===== config.mk =====
export PLATFORM = sky130hd
export DESIGN_NAME = life_grid_generation_step
export DESIGN_NICKNAME = d
export VERILOG_FILES = /design/src/sv/lgs_pkg.sv /design/src/sv/lgs_ram.sv /design/src/sv/life_grid_generation_step.sv
export VERILOG_INCLUDE_DIRS = /design/src /design/src/sv
export SDC_FILE = /design/constraint.sdc
export NUM_CORES = 2
export LEC_CHECK = 0
export ABC_AREA = 0
export BUFFER_PORTS_ARGS = -buffer_cell sky130_fd_sc_hd__buf_2
export CAP_MARGIN = 20
export CORE_AREA = 2 2 413 825
export DETAILED_ROUTE_END_ITERATION = 8
export DIE_AREA = 0 0 415 827
export SYNTH_ARGS = -nofsm -noshare
export SYNTH_HDL_FRONTEND = slang
export SYNTH_SLANG_ARGS = --single-unit
export TNS_END_PERCENT = 30

===== constraint.sdc =====
create_clock -name clk -period 16.4 [get_ports clk]
set_clock_uncertainty 0.1 [all_clocks]
set_input_delay 0 -clock clk [delete_from_list [all_inputs] [get_ports clk]]
set_output_delay 0 -clock clk [all_outputs]
set_load 0.02 [all_outputs]

===== src/sv/life_grid_generation_step_defines.svh =====
// assertion macros for the life grid block
// no dependencies; included by files that carry assertions
`ifndef LIFE_GRID_GENERATION_STEP_DEFINES_SVH
`define LIFE_GRID_GENERATION_STEP_DEFINES_SVH

// same-cycle implication, disabled during reset
`define LGS_ASSERT_NOW(label, clk, rst_n, ante, cons, msg) \
  label: assert property (@(posedge clk) disable iff (!rst_n) (ante) |-> (cons)) \
    else $error(msg);

// next-cycle implication, disabled during reset
`define LGS_ASSERT_NEXT(label, clk, rst_n, ante, cons, msg) \
  label: assert property (@(posedge clk) disable iff (!rst_n) (ante) |=> (cons)) \
    else $error(msg);

`endif


===== src/sv/lgs_pkg.sv =====
// shared types and constants for the life grid block
// no dependencies
package lgs_pkg;

  localparam int ROW_W = 5;
  localparam int COL_W = 6;
  localparam int GEN_W = 32;

  typedef enum logic [1:0] {
    MODE_TOGGLE = 2'd0,
    MODE_CLEAR  = 2'd1,
    MODE_STEP   = 2'd2,
    MODE_READ   = 2'd3
  } mode_t;

  typedef enum logic [2:0] {
    ST_IDLE,
    ST_CLR,
    ST_TGL_RD,
    ST_TGL_WR,
    ST_STEP,
    ST_FIN_RD,
    ST_FIN
  } state_t;

endpackage


===== src/sv/lgs_ram.sv =====
// generic simple dual-port ram, one write and one registered read port
// no dependencies
module lgs_ram #(
  parameter int WIDTH = 64,
  parameter int DEPTH = 32
) (
  input  logic                     clk,
  input  logic                     we,
  input  logic [$clog2(DEPTH)-1:0] waddr,
  input  logic [WIDTH-1:0]         wdata,
  input  logic [$clog2(DEPTH)-1:0] raddr,
  output logic [WIDTH-1:0]         rdata
);

  logic [WIDTH-1:0] mem_r [DEPTH];
  logic [WIDTH-1:0] rdata_r;

  always_ff @(posedge clk) begin
    if (we) begin
      mem_r[waddr] <= wdata;
    end
    rdata_r <= mem_r[raddr];
  end

  assign rdata = rdata_r;

endmodule


===== src/sv/life_grid_generation_step.sv =====
// game of life grid (rule b3/s23) with generation counter, one grid row per ram word
// depends on lgs_pkg, lgs_ram and life_grid_generation_step_defines.svh
//
// usage
//   a command word (in_mode, in_row, in_col) is taken at a rising edge with start high
//   and busy low. modes: toggle a cell, clear the grid, step one generation, read a cell.
//   every command returns one result word (out_cell_alive, out_generation) marked by a
//   one-cycle out_valid strobe; the receiver must take it, there is no back pressure.
// busy drops in the same cycle that out_valid rises, so the next command may be
//   issued while the result is on the ports.
// throughput is set by the single grid ram: a step streams every row through the read
//   port once, one row per cycle, and writes each new interior row back one row behind,
//   so the length of a step does not depend on COLS.
// reset
//   rst_n low clears the counter; after release the block runs a clearing sweep over
//   every row of the grid ram with busy high, and then goes idle. no result word is
//   produced by this sweep.
// an address outside the grid returns a dead cell and toggle leaves the grid alone.
module life_grid_generation_step #(
  parameter int ROWS = 32,
  parameter int COLS = 64
) (
  input  logic                      clk,
  input  logic                      rst_n,
  input  logic                      start,
  output logic                      busy,
  input  logic [1:0]                in_mode,
  input  logic [lgs_pkg::ROW_W-1:0] in_row,
  input  logic [lgs_pkg::COL_W-1:0] in_col,
  output logic                      out_valid,
  output logic                      out_cell_alive,
  output logic [lgs_pkg::GEN_W-1:0] out_generation
);

  `include "life_grid_generation_step_defines.svh"

  // address and index widths
  localparam int AW   = $clog2(ROWS);
  localparam int CW   = $clog2(COLS);
  localparam int RW   = (AW > lgs_pkg::ROW_W) ? AW : lgs_pkg::ROW_W;
  localparam int CXW  = (CW > lgs_pkg::COL_W) ? CW : lgs_pkg::COL_W;
  localparam int CNTW = $clog2(ROWS + 1);

  lgs_pkg::state_t state_r, state_nxt;
  lgs_pkg::mode_t  mode_r, mode_nxt;

  logic [lgs_pkg::ROW_W-1:0] row_r, row_nxt;
  logic [lgs_pkg::COL_W-1:0] col_r, col_nxt;
  logic [lgs_pkg::GEN_W-1:0] gen_r, gen_nxt;
  logic [CNTW-1:0]           cnt_r, cnt_nxt;
  logic                      cmd_r, cmd_nxt;     // a command is behind the current sweep
  logic [COLS-1:0]           up_r, up_nxt;       // old row above the one being rebuilt
  logic [COLS-1:0]           mid_r, mid_nxt;     // old row being rebuilt
  logic                      out_valid_r, out_valid_nxt;
  logic                      out_cell_r, out_cell_nxt;
  logic [lgs_pkg::GEN_W-1:0] out_gen_r, out_gen_nxt;

  // grid ram port signals
  logic            ram_we;
  logic [AW-1:0]   ram_waddr;
  logic [COLS-1:0] ram_wdata;
  logic [AW-1:0]   ram_raddr;
  logic [COLS-1:0] ram_rdata;

  logic            accept;
  logic            addr_ok;
  logic [RW-1:0]   row_wide;
  logic [CXW-1:0]  col_wide;
  logic [AW-1:0]   row_idx;
  logic [CW-1:0]   col_idx;
  logic [CNTW-1:0] cnt_m2;
  logic [COLS-1:0] life_row;

  lgs_ram #(
    .WIDTH (COLS),
    .DEPTH (ROWS)
  ) u_grid (
    .clk   (clk),
    .we    (ram_we),
    .waddr (ram_waddr),
    .wdata (ram_wdata),
    .raddr (ram_raddr),
    .rdata (ram_rdata)
  );

  assign busy   = (state_r != lgs_pkg::ST_IDLE);
  assign accept = start && !busy;

  // addressed cell, widened or cut down to the grid index widths
  assign row_wide = RW'(row_r);
  assign col_wide = CXW'(col_r);
  assign row_idx  = row_wide[AW-1:0];
  assign col_idx  = col_wide[CW-1:0];
  assign addr_ok  = (32'(row_r) < ROWS) && (32'(col_r) < COLS);
  assign cnt_m2   = cnt_r - CNTW'(2);

  // next row from three old rows: up_r above, mid_r itself, ram_rdata below
  always_comb begin
    logic [3:0] n;
    n        = '0;
    life_row = mid_r;
    for (int c = 1; c < COLS - 1; c++) begin
      n = 4'(up_r[c-1]) + 4'(up_r[c]) + 4'(up_r[c+1])
        + 4'(mid_r[c-1]) + 4'(mid_r[c+1])
        + 4'(ram_rdata[c-1]) + 4'(ram_rdata[c]) + 4'(ram_rdata[c+1]);
      life_row[c] = (n == 4'd3) || (mid_r[c] && (n == 4'd2));
    end
  end

  always_ff @(posedge clk) begin
    if (!rst_n) begin
      state_r     <= lgs_pkg::ST_CLR;
      cnt_r       <= '0;
      cmd_r       <= 1'b0;
      gen_r       <= '0;
      out_valid_r <= 1'b0;
    end else begin
      state_r     <= state_nxt;
      cnt_r       <= cnt_nxt;
      cmd_r       <= cmd_nxt;
      gen_r       <= gen_nxt;
      out_valid_r <= out_valid_nxt;
    end
  end

  always_ff @(posedge clk) begin
    mode_r     <= mode_nxt;
    row_r      <= row_nxt;
    col_r      <= col_nxt;
    up_r       <= up_nxt;
    mid_r      <= mid_nxt;
    out_cell_r <= out_cell_nxt;
    out_gen_r  <= out_gen_nxt;
  end

  always_comb begin
    state_nxt     = state_r;
    mode_nxt      = mode_r;
    row_nxt       = row_r;
    col_nxt       = col_r;
    gen_nxt       = gen_r;
    cnt_nxt       = cnt_r;
    cmd_nxt       = cmd_r;
    up_nxt        = up_r;
    mid_nxt       = mid_r;
    out_valid_nxt = 1'b0;
    out_cell_nxt  = out_cell_r;
    out_gen_nxt   = out_gen_r;
    ram_we        = 1'b0;
    ram_waddr     = row_idx;
    ram_wdata     = ram_rdata;
    ram_raddr     = row_idx;

    case (state_r)
      lgs_pkg::ST_IDLE: begin
        if (accept) begin
          mode_nxt = lgs_pkg::mode_t'(in_mode);
          row_nxt  = in_row;
          col_nxt  = in_col;
          cnt_nxt  = '0;
          cmd_nxt  = 1'b1;
          case (lgs_pkg::mode_t'(in_mode))
            lgs_pkg::MODE_TOGGLE: state_nxt = lgs_pkg::ST_TGL_RD;
            lgs_pkg::MODE_CLEAR: begin
              gen_nxt   = '0;
              state_nxt = lgs_pkg::ST_CLR;
            end
            lgs_pkg::MODE_STEP: begin
              gen_nxt   = gen_r + 1'b1;   // wraps at 32 bits
              state_nxt = lgs_pkg::ST_STEP;
            end
            default: state_nxt = lgs_pkg::ST_FIN_RD;
          endcase
        end
      end

      // zero sweep, one row per cycle, after reset and on clear
      lgs_pkg::ST_CLR: begin
        ram_we    = 1'b1;
        ram_waddr = cnt_r[AW-1:0];
        ram_wdata = '0;
        if (cnt_r == CNTW'(ROWS - 1)) begin
          cnt_nxt   = '0;
          state_nxt = cmd_r ? lgs_pkg::ST_FIN_RD : lgs_pkg::ST_IDLE;
        end else begin
          cnt_nxt = cnt_r + 1'b1;
        end
      end

      // read-modify-write of the addressed row
      lgs_pkg::ST_TGL_RD: state_nxt = lgs_pkg::ST_TGL_WR;

      lgs_pkg::ST_TGL_WR: begin
        ram_we    = addr_ok;
        ram_wdata = ram_rdata ^ (COLS'(1) << col_idx);
        state_nxt = lgs_pkg::ST_FIN_RD;
      end

      // rows stream in one per cycle; at count k the read data is old row k-1,
      // and from k = 3 on, new row k-2 is written back behind the read pointer
      lgs_pkg::ST_STEP: begin
        ram_raddr = cnt_r[AW-1:0];
        if (cnt_r != '0) begin
          up_nxt  = mid_r;
          mid_nxt = ram_rdata;
        end
        if (cnt_r >= CNTW'(3)) begin
          ram_we    = 1'b1;
          ram_waddr = cnt_m2[AW-1:0];
          ram_wdata = life_row;
        end
        if (cnt_r == CNTW'(ROWS)) begin
          cnt_nxt   = '0;
          state_nxt = lgs_pkg::ST_FIN_RD;
        end else begin
          cnt_nxt = cnt_r + 1'b1;
        end
      end

      // final read of the addressed row for the result word
      lgs_pkg::ST_FIN_RD: state_nxt = lgs_pkg::ST_FIN;

      lgs_pkg::ST_FIN: begin
        out_valid_nxt = 1'b1;
        out_cell_nxt  = addr_ok && ram_rdata[col_idx];
        out_gen_nxt   = gen_r;
        state_nxt     = lgs_pkg::ST_IDLE;
      end

      default: state_nxt = lgs_pkg::ST_IDLE;
    endcase
  end

  assign out_valid      = out_valid_r;
  assign out_cell_alive = out_cell_r;
  assign out_generation = out_gen_r;

  `LGS_ASSERT_NEXT(a_fin_gives_word, clk, rst_n, state_r == lgs_pkg::ST_FIN,
                   out_valid, "final state did not produce a result word")
  `LGS_ASSERT_NOW(a_clear_word_zero, clk, rst_n,
                  out_valid && (mode_r == lgs_pkg::MODE_CLEAR),
                  (out_generation == '0) && !out_cell_alive, "clear result not zero")
  `LGS_ASSERT_NOW(a_no_write_idle, clk, rst_n, state_r == lgs_pkg::ST_IDLE,
                  !ram_we, "grid written while idle")
  `LGS_ASSERT_NEXT(a_gen_holds, clk, rst_n, !accept, $stable(gen_r),
                   "generation moved without a command")
  `LGS_ASSERT_NEXT(a_accept_busy, clk, rst_n, accept, busy,
                   "accepted command did not raise busy")

endmodule


==> flow_summary.ini <==
[status]
run_status = completed

[placement]
place_area_um2 = 108000
dp_cells = 11100
hpwlAfterDp_um = 168000
place.gp.congestion = 0.840
numPortBuffers = 50

[finish]
n_antenna_cell = 0
mostFrequentLayoutCells = edfxtp_1 (2220), nand2_1 (911), mux2i_1 (453)
final_common_cell = edfxtp_1
nNetsFinal = 7392
drive_gt1_share_pct = 11.5
fin_cells = 11500
syn_to_final_growth_pct = 15.0
design_area_um2 = 116000
fillCellCount = 31900

[synth]
syn_inst = 6783
synth.distinct_cells = 68
synth.avg_cell_area_um2 = 14.8
seq_area_frac_synth_pct = 68.3
mappedNetlistArea_um2 = 101000
async_reset_ff_share_pct = 0
yosys_most_used_dff = edfxtp_1
synth_edf_count = 2220
syn_nets = 7242
yosys_register_bits = 2327
yosysWarnings = 0

[routing]
drc_errors = 0
wl_per_cell_um = 25.1
drt-total-wl_um = 289000
dr.first_iter.drc_count = 7055
post_drt_via_cell_ratio = 5.28
vias = 60900
ant_nets = 0
drt_first_pass_iters = 6

[setup_path]
cp_top_family = simple AND/OR/NAND/NOR gates
path_max_fanout = 53
critPathBufInv = 3
slowest_stage = nor2_4
path_common_cell = buf_4
critical_path_class = reg -> reg
arrival_ns = 6.58
cp_data_required_time_ns = 16.78
crit_path_end_kind = flop
crit_chain = or3b_4, a21oi_4, buf_4, nor2_1, a221oi_2, nand3_1, nor2_4, buf_4, buf_4
start_kind = flop
slowest_delay_ns = 0.88

[global_routing]
grt_usage_pct = 16.3
grt_pass1_wl_um = 420000
antenna_found_initial = 9
grt_pass1_vias = 59800
grt_start_max_net_pins = 141
grt.overflow.total = 0

[floorplan]
die_h_um = 827
dieArea_um2 = 343000
initial_core_util_pct = 29.9
io-pin-count = 51
die-width_um = 415
core_um2 = 337000
rows = 302

[worst_hold_path]
hold_path.class = in -> reg

[sta]
setup_viol = 0
fin_setup_tns_ns = 0
worst_pin_slew_ns = 1.20
rsz0062_at_grt = false
fmax_mhz = 161
fin_crit_sh_pct = 37.8
finalHoldViolations = 0
slew_headroom_pct = 20.3
min_period_ns = 6.20
slew_violations = 0

[pwr]
p_comb_share_pct = 1.2
p_int_mw = 9.69
power_leakage_nw = 39.9
p_clk_share_pct = 45.2
ir_drop_mv = 0.0898
p_per_area_nw_per_um2 = 105
sw_frac_of_total_pct = 20.1
switchingPower_mw = 2.43
power_frac_seq_pct = 53.6

[clock_tree]
cts.sinks = 2327
numCtsBuffers = 226
cts_resized = 0
cts_setup_buffers = 0
tritoncts = built
path_clk_slew_ns = 0.07
clk_latency_ns = 0.93
cts_buffer_depth = 4
ctsRootBufferMaster = clkbuf_16
htreeDepth = 4

[flow_run]
max_cap_violations = 0
layout make-up:
type | instances | area [µm²] | share of cell area, %
clock buffer | 271 | 6040 | 5.21
clock inverter | 146 | 1720 | 1.48
inverter | 449 | 1690 | 1.46
multi-input combinational | 3656 | 29900 | 25.8
sequential | 2327 | 68800 | 59.4
tap | 4408 | 5520 | 4.76
timing repair buffer | 273 | 2150 | 1.86
layer usage:
| metal | up-vias | share of wire (%) | track usage, % |
|---|---|---|---|
| met3 | 478 | 7.5 | 1.95 |
| met1 | 31600 | 42 | 22.5 |
| met4 | 2 | 2.7 | 4.57 |
| met5 | - | 0.0045 | 0 |
| met2 | 2757 | 48 | 27.2 |
| li1 | 26000 | - | - |
power by group through the flow:
| stage | Combinational [mW] | Clock (mW) | Sequential, mW |
|---|---|---|---|
| after floorplan | 0.0775 | 0 | 6.61 |
| after global placement | 0.141 | 0 | 6.62 |
| after detailed placement | 0.142 | 0 | 6.62 |
| after CTS | 0.148 | 5.56 | 6.49 |
| after global routing | 0.157 | 5.77 | 6.49 |
| final | 0.147 | 5.48 | 6.49 |
worst reg2reg max path, delay by kind of cell, from the launching register on:
| kind | cells | cell delay (ns) |
|---|---|---|
| flip-flops | 1 | 0.67 |
| AO/OA/AOI/OAI | 2 | 0.78 |
| buffers and inverters | 3 | 1.94 |
| AND/OR/NAND/NOR | 4 | 2.33 |
Yosys cell counts, types with 7 or more instances:
master,count,area [µm²]
inv_1,449,1690
mux4_2,79,1780
o221ai_1,65,569
buf_2,128,641
xor2_1,23,201
buf_1,8,30.0
o22ai_1,189,1180
nand3_1,223,1120
o2111ai_1,51,447
mux2i_1,455,4550
mux4_1,8,210
fa_1,248,4960
nand2b_1,9,56.3
buf_4,34,255
dfxtp_1,107,2140
nor4_1,65,407
a31oi_1,66,413
ha_1,195,2440
a21oi_1,214,1070
a22oi_1,75,563
nand4_1,75,469
nor2b_1,71,444
buf_6,11,124
a32oi_1,127,1110
nor2_1,112,420
o21ai_0,161,806
nor3_1,22,110
xnor2_1,9,78.8
or3_1,8,50.1
nand3b_1,7,52.6
o311ai_1,50,438
clkbuf_1,170,638
nand2_1,914,3430
a211oi_1,65,488
edfxtp_1,2220,66700
timing repair:
item / CTS / global route
endpoints found under the setup margin: 0 / 0
hold endpoints to repair: 65 / 0
hold buffers: 29 / 0
flip-flops by register name, summed over array words and instances (netlist names):
| register | count |
|---|---|
| cmd_r | 1 |
| mid_r | 64 |
| cnt_r | 6 |
| gen_r | 32 |
| out_generation | 32 |
| out_valid | 1 |
| u_grid.mem_r | 2048 |
| col_idx | 6 |
| u_grid.rdata | 64 |
| row_idx | 5 |
| out_cell_alive | 1 |
| up_r | 64 |
| state_r | 3 |
logic make-up (layout without fill, tap and decap cells):
kind of cell	after synthesis	count (layout)	synth area share (%)
simple gates	1536	1536	6.75
buf+inv	800	1139	3.35
compound gates	1094	1094	7.32
fa+ha+maj	443	443	7.35
mux	551	551	6.63
flops	2327	2327	68.3
xor+xnor	32	32	0.278
per-stage QoR:
stage / worst slack (ns) / total power, mW / hold WS [ns] / util (%)
2_1_floorplan: 7.41 / 6.69 / -0.00113 / -
3_3_place_gp: 10.33 / 6.76 / 0.0800 / 31.9
3_5_place_dp: 10.29 / 6.76 / 0.0784 / 32.0
4_1_cts: 10.28 / 12.2 / 0.0224 / 34.4
5_1_grt: 9.96 / 12.4 / 0.0441 / 34.4
6_report: 10.20 / 12.1 / 0.0433 / 34.4
final timing paths:
kind / slack (ns) / end / depth (start not counted) / startpoint
setup / recovery: 10.20 / u_grid.mem_r[5][41]$_DFFE_PP_ / 9 / state_r[2]$_SDFFE_PN0P_
hold / removal: 0.04 / state_r[1]$_SDFFE_PN0P_ / 3 / rst_n
setup reg to reg: 10.20 / u_grid.mem_r[5][41]$_DFFE_PP_ / 9 / state_r[2]$_SDFFE_PN0P_
hold reg to reg: 0.36 / up_r[63]$_DFFE_PP_ / 0 / mid_r[63]$_DFFE_PP_
Note: power is estimated with default switching activity, not from simulation.
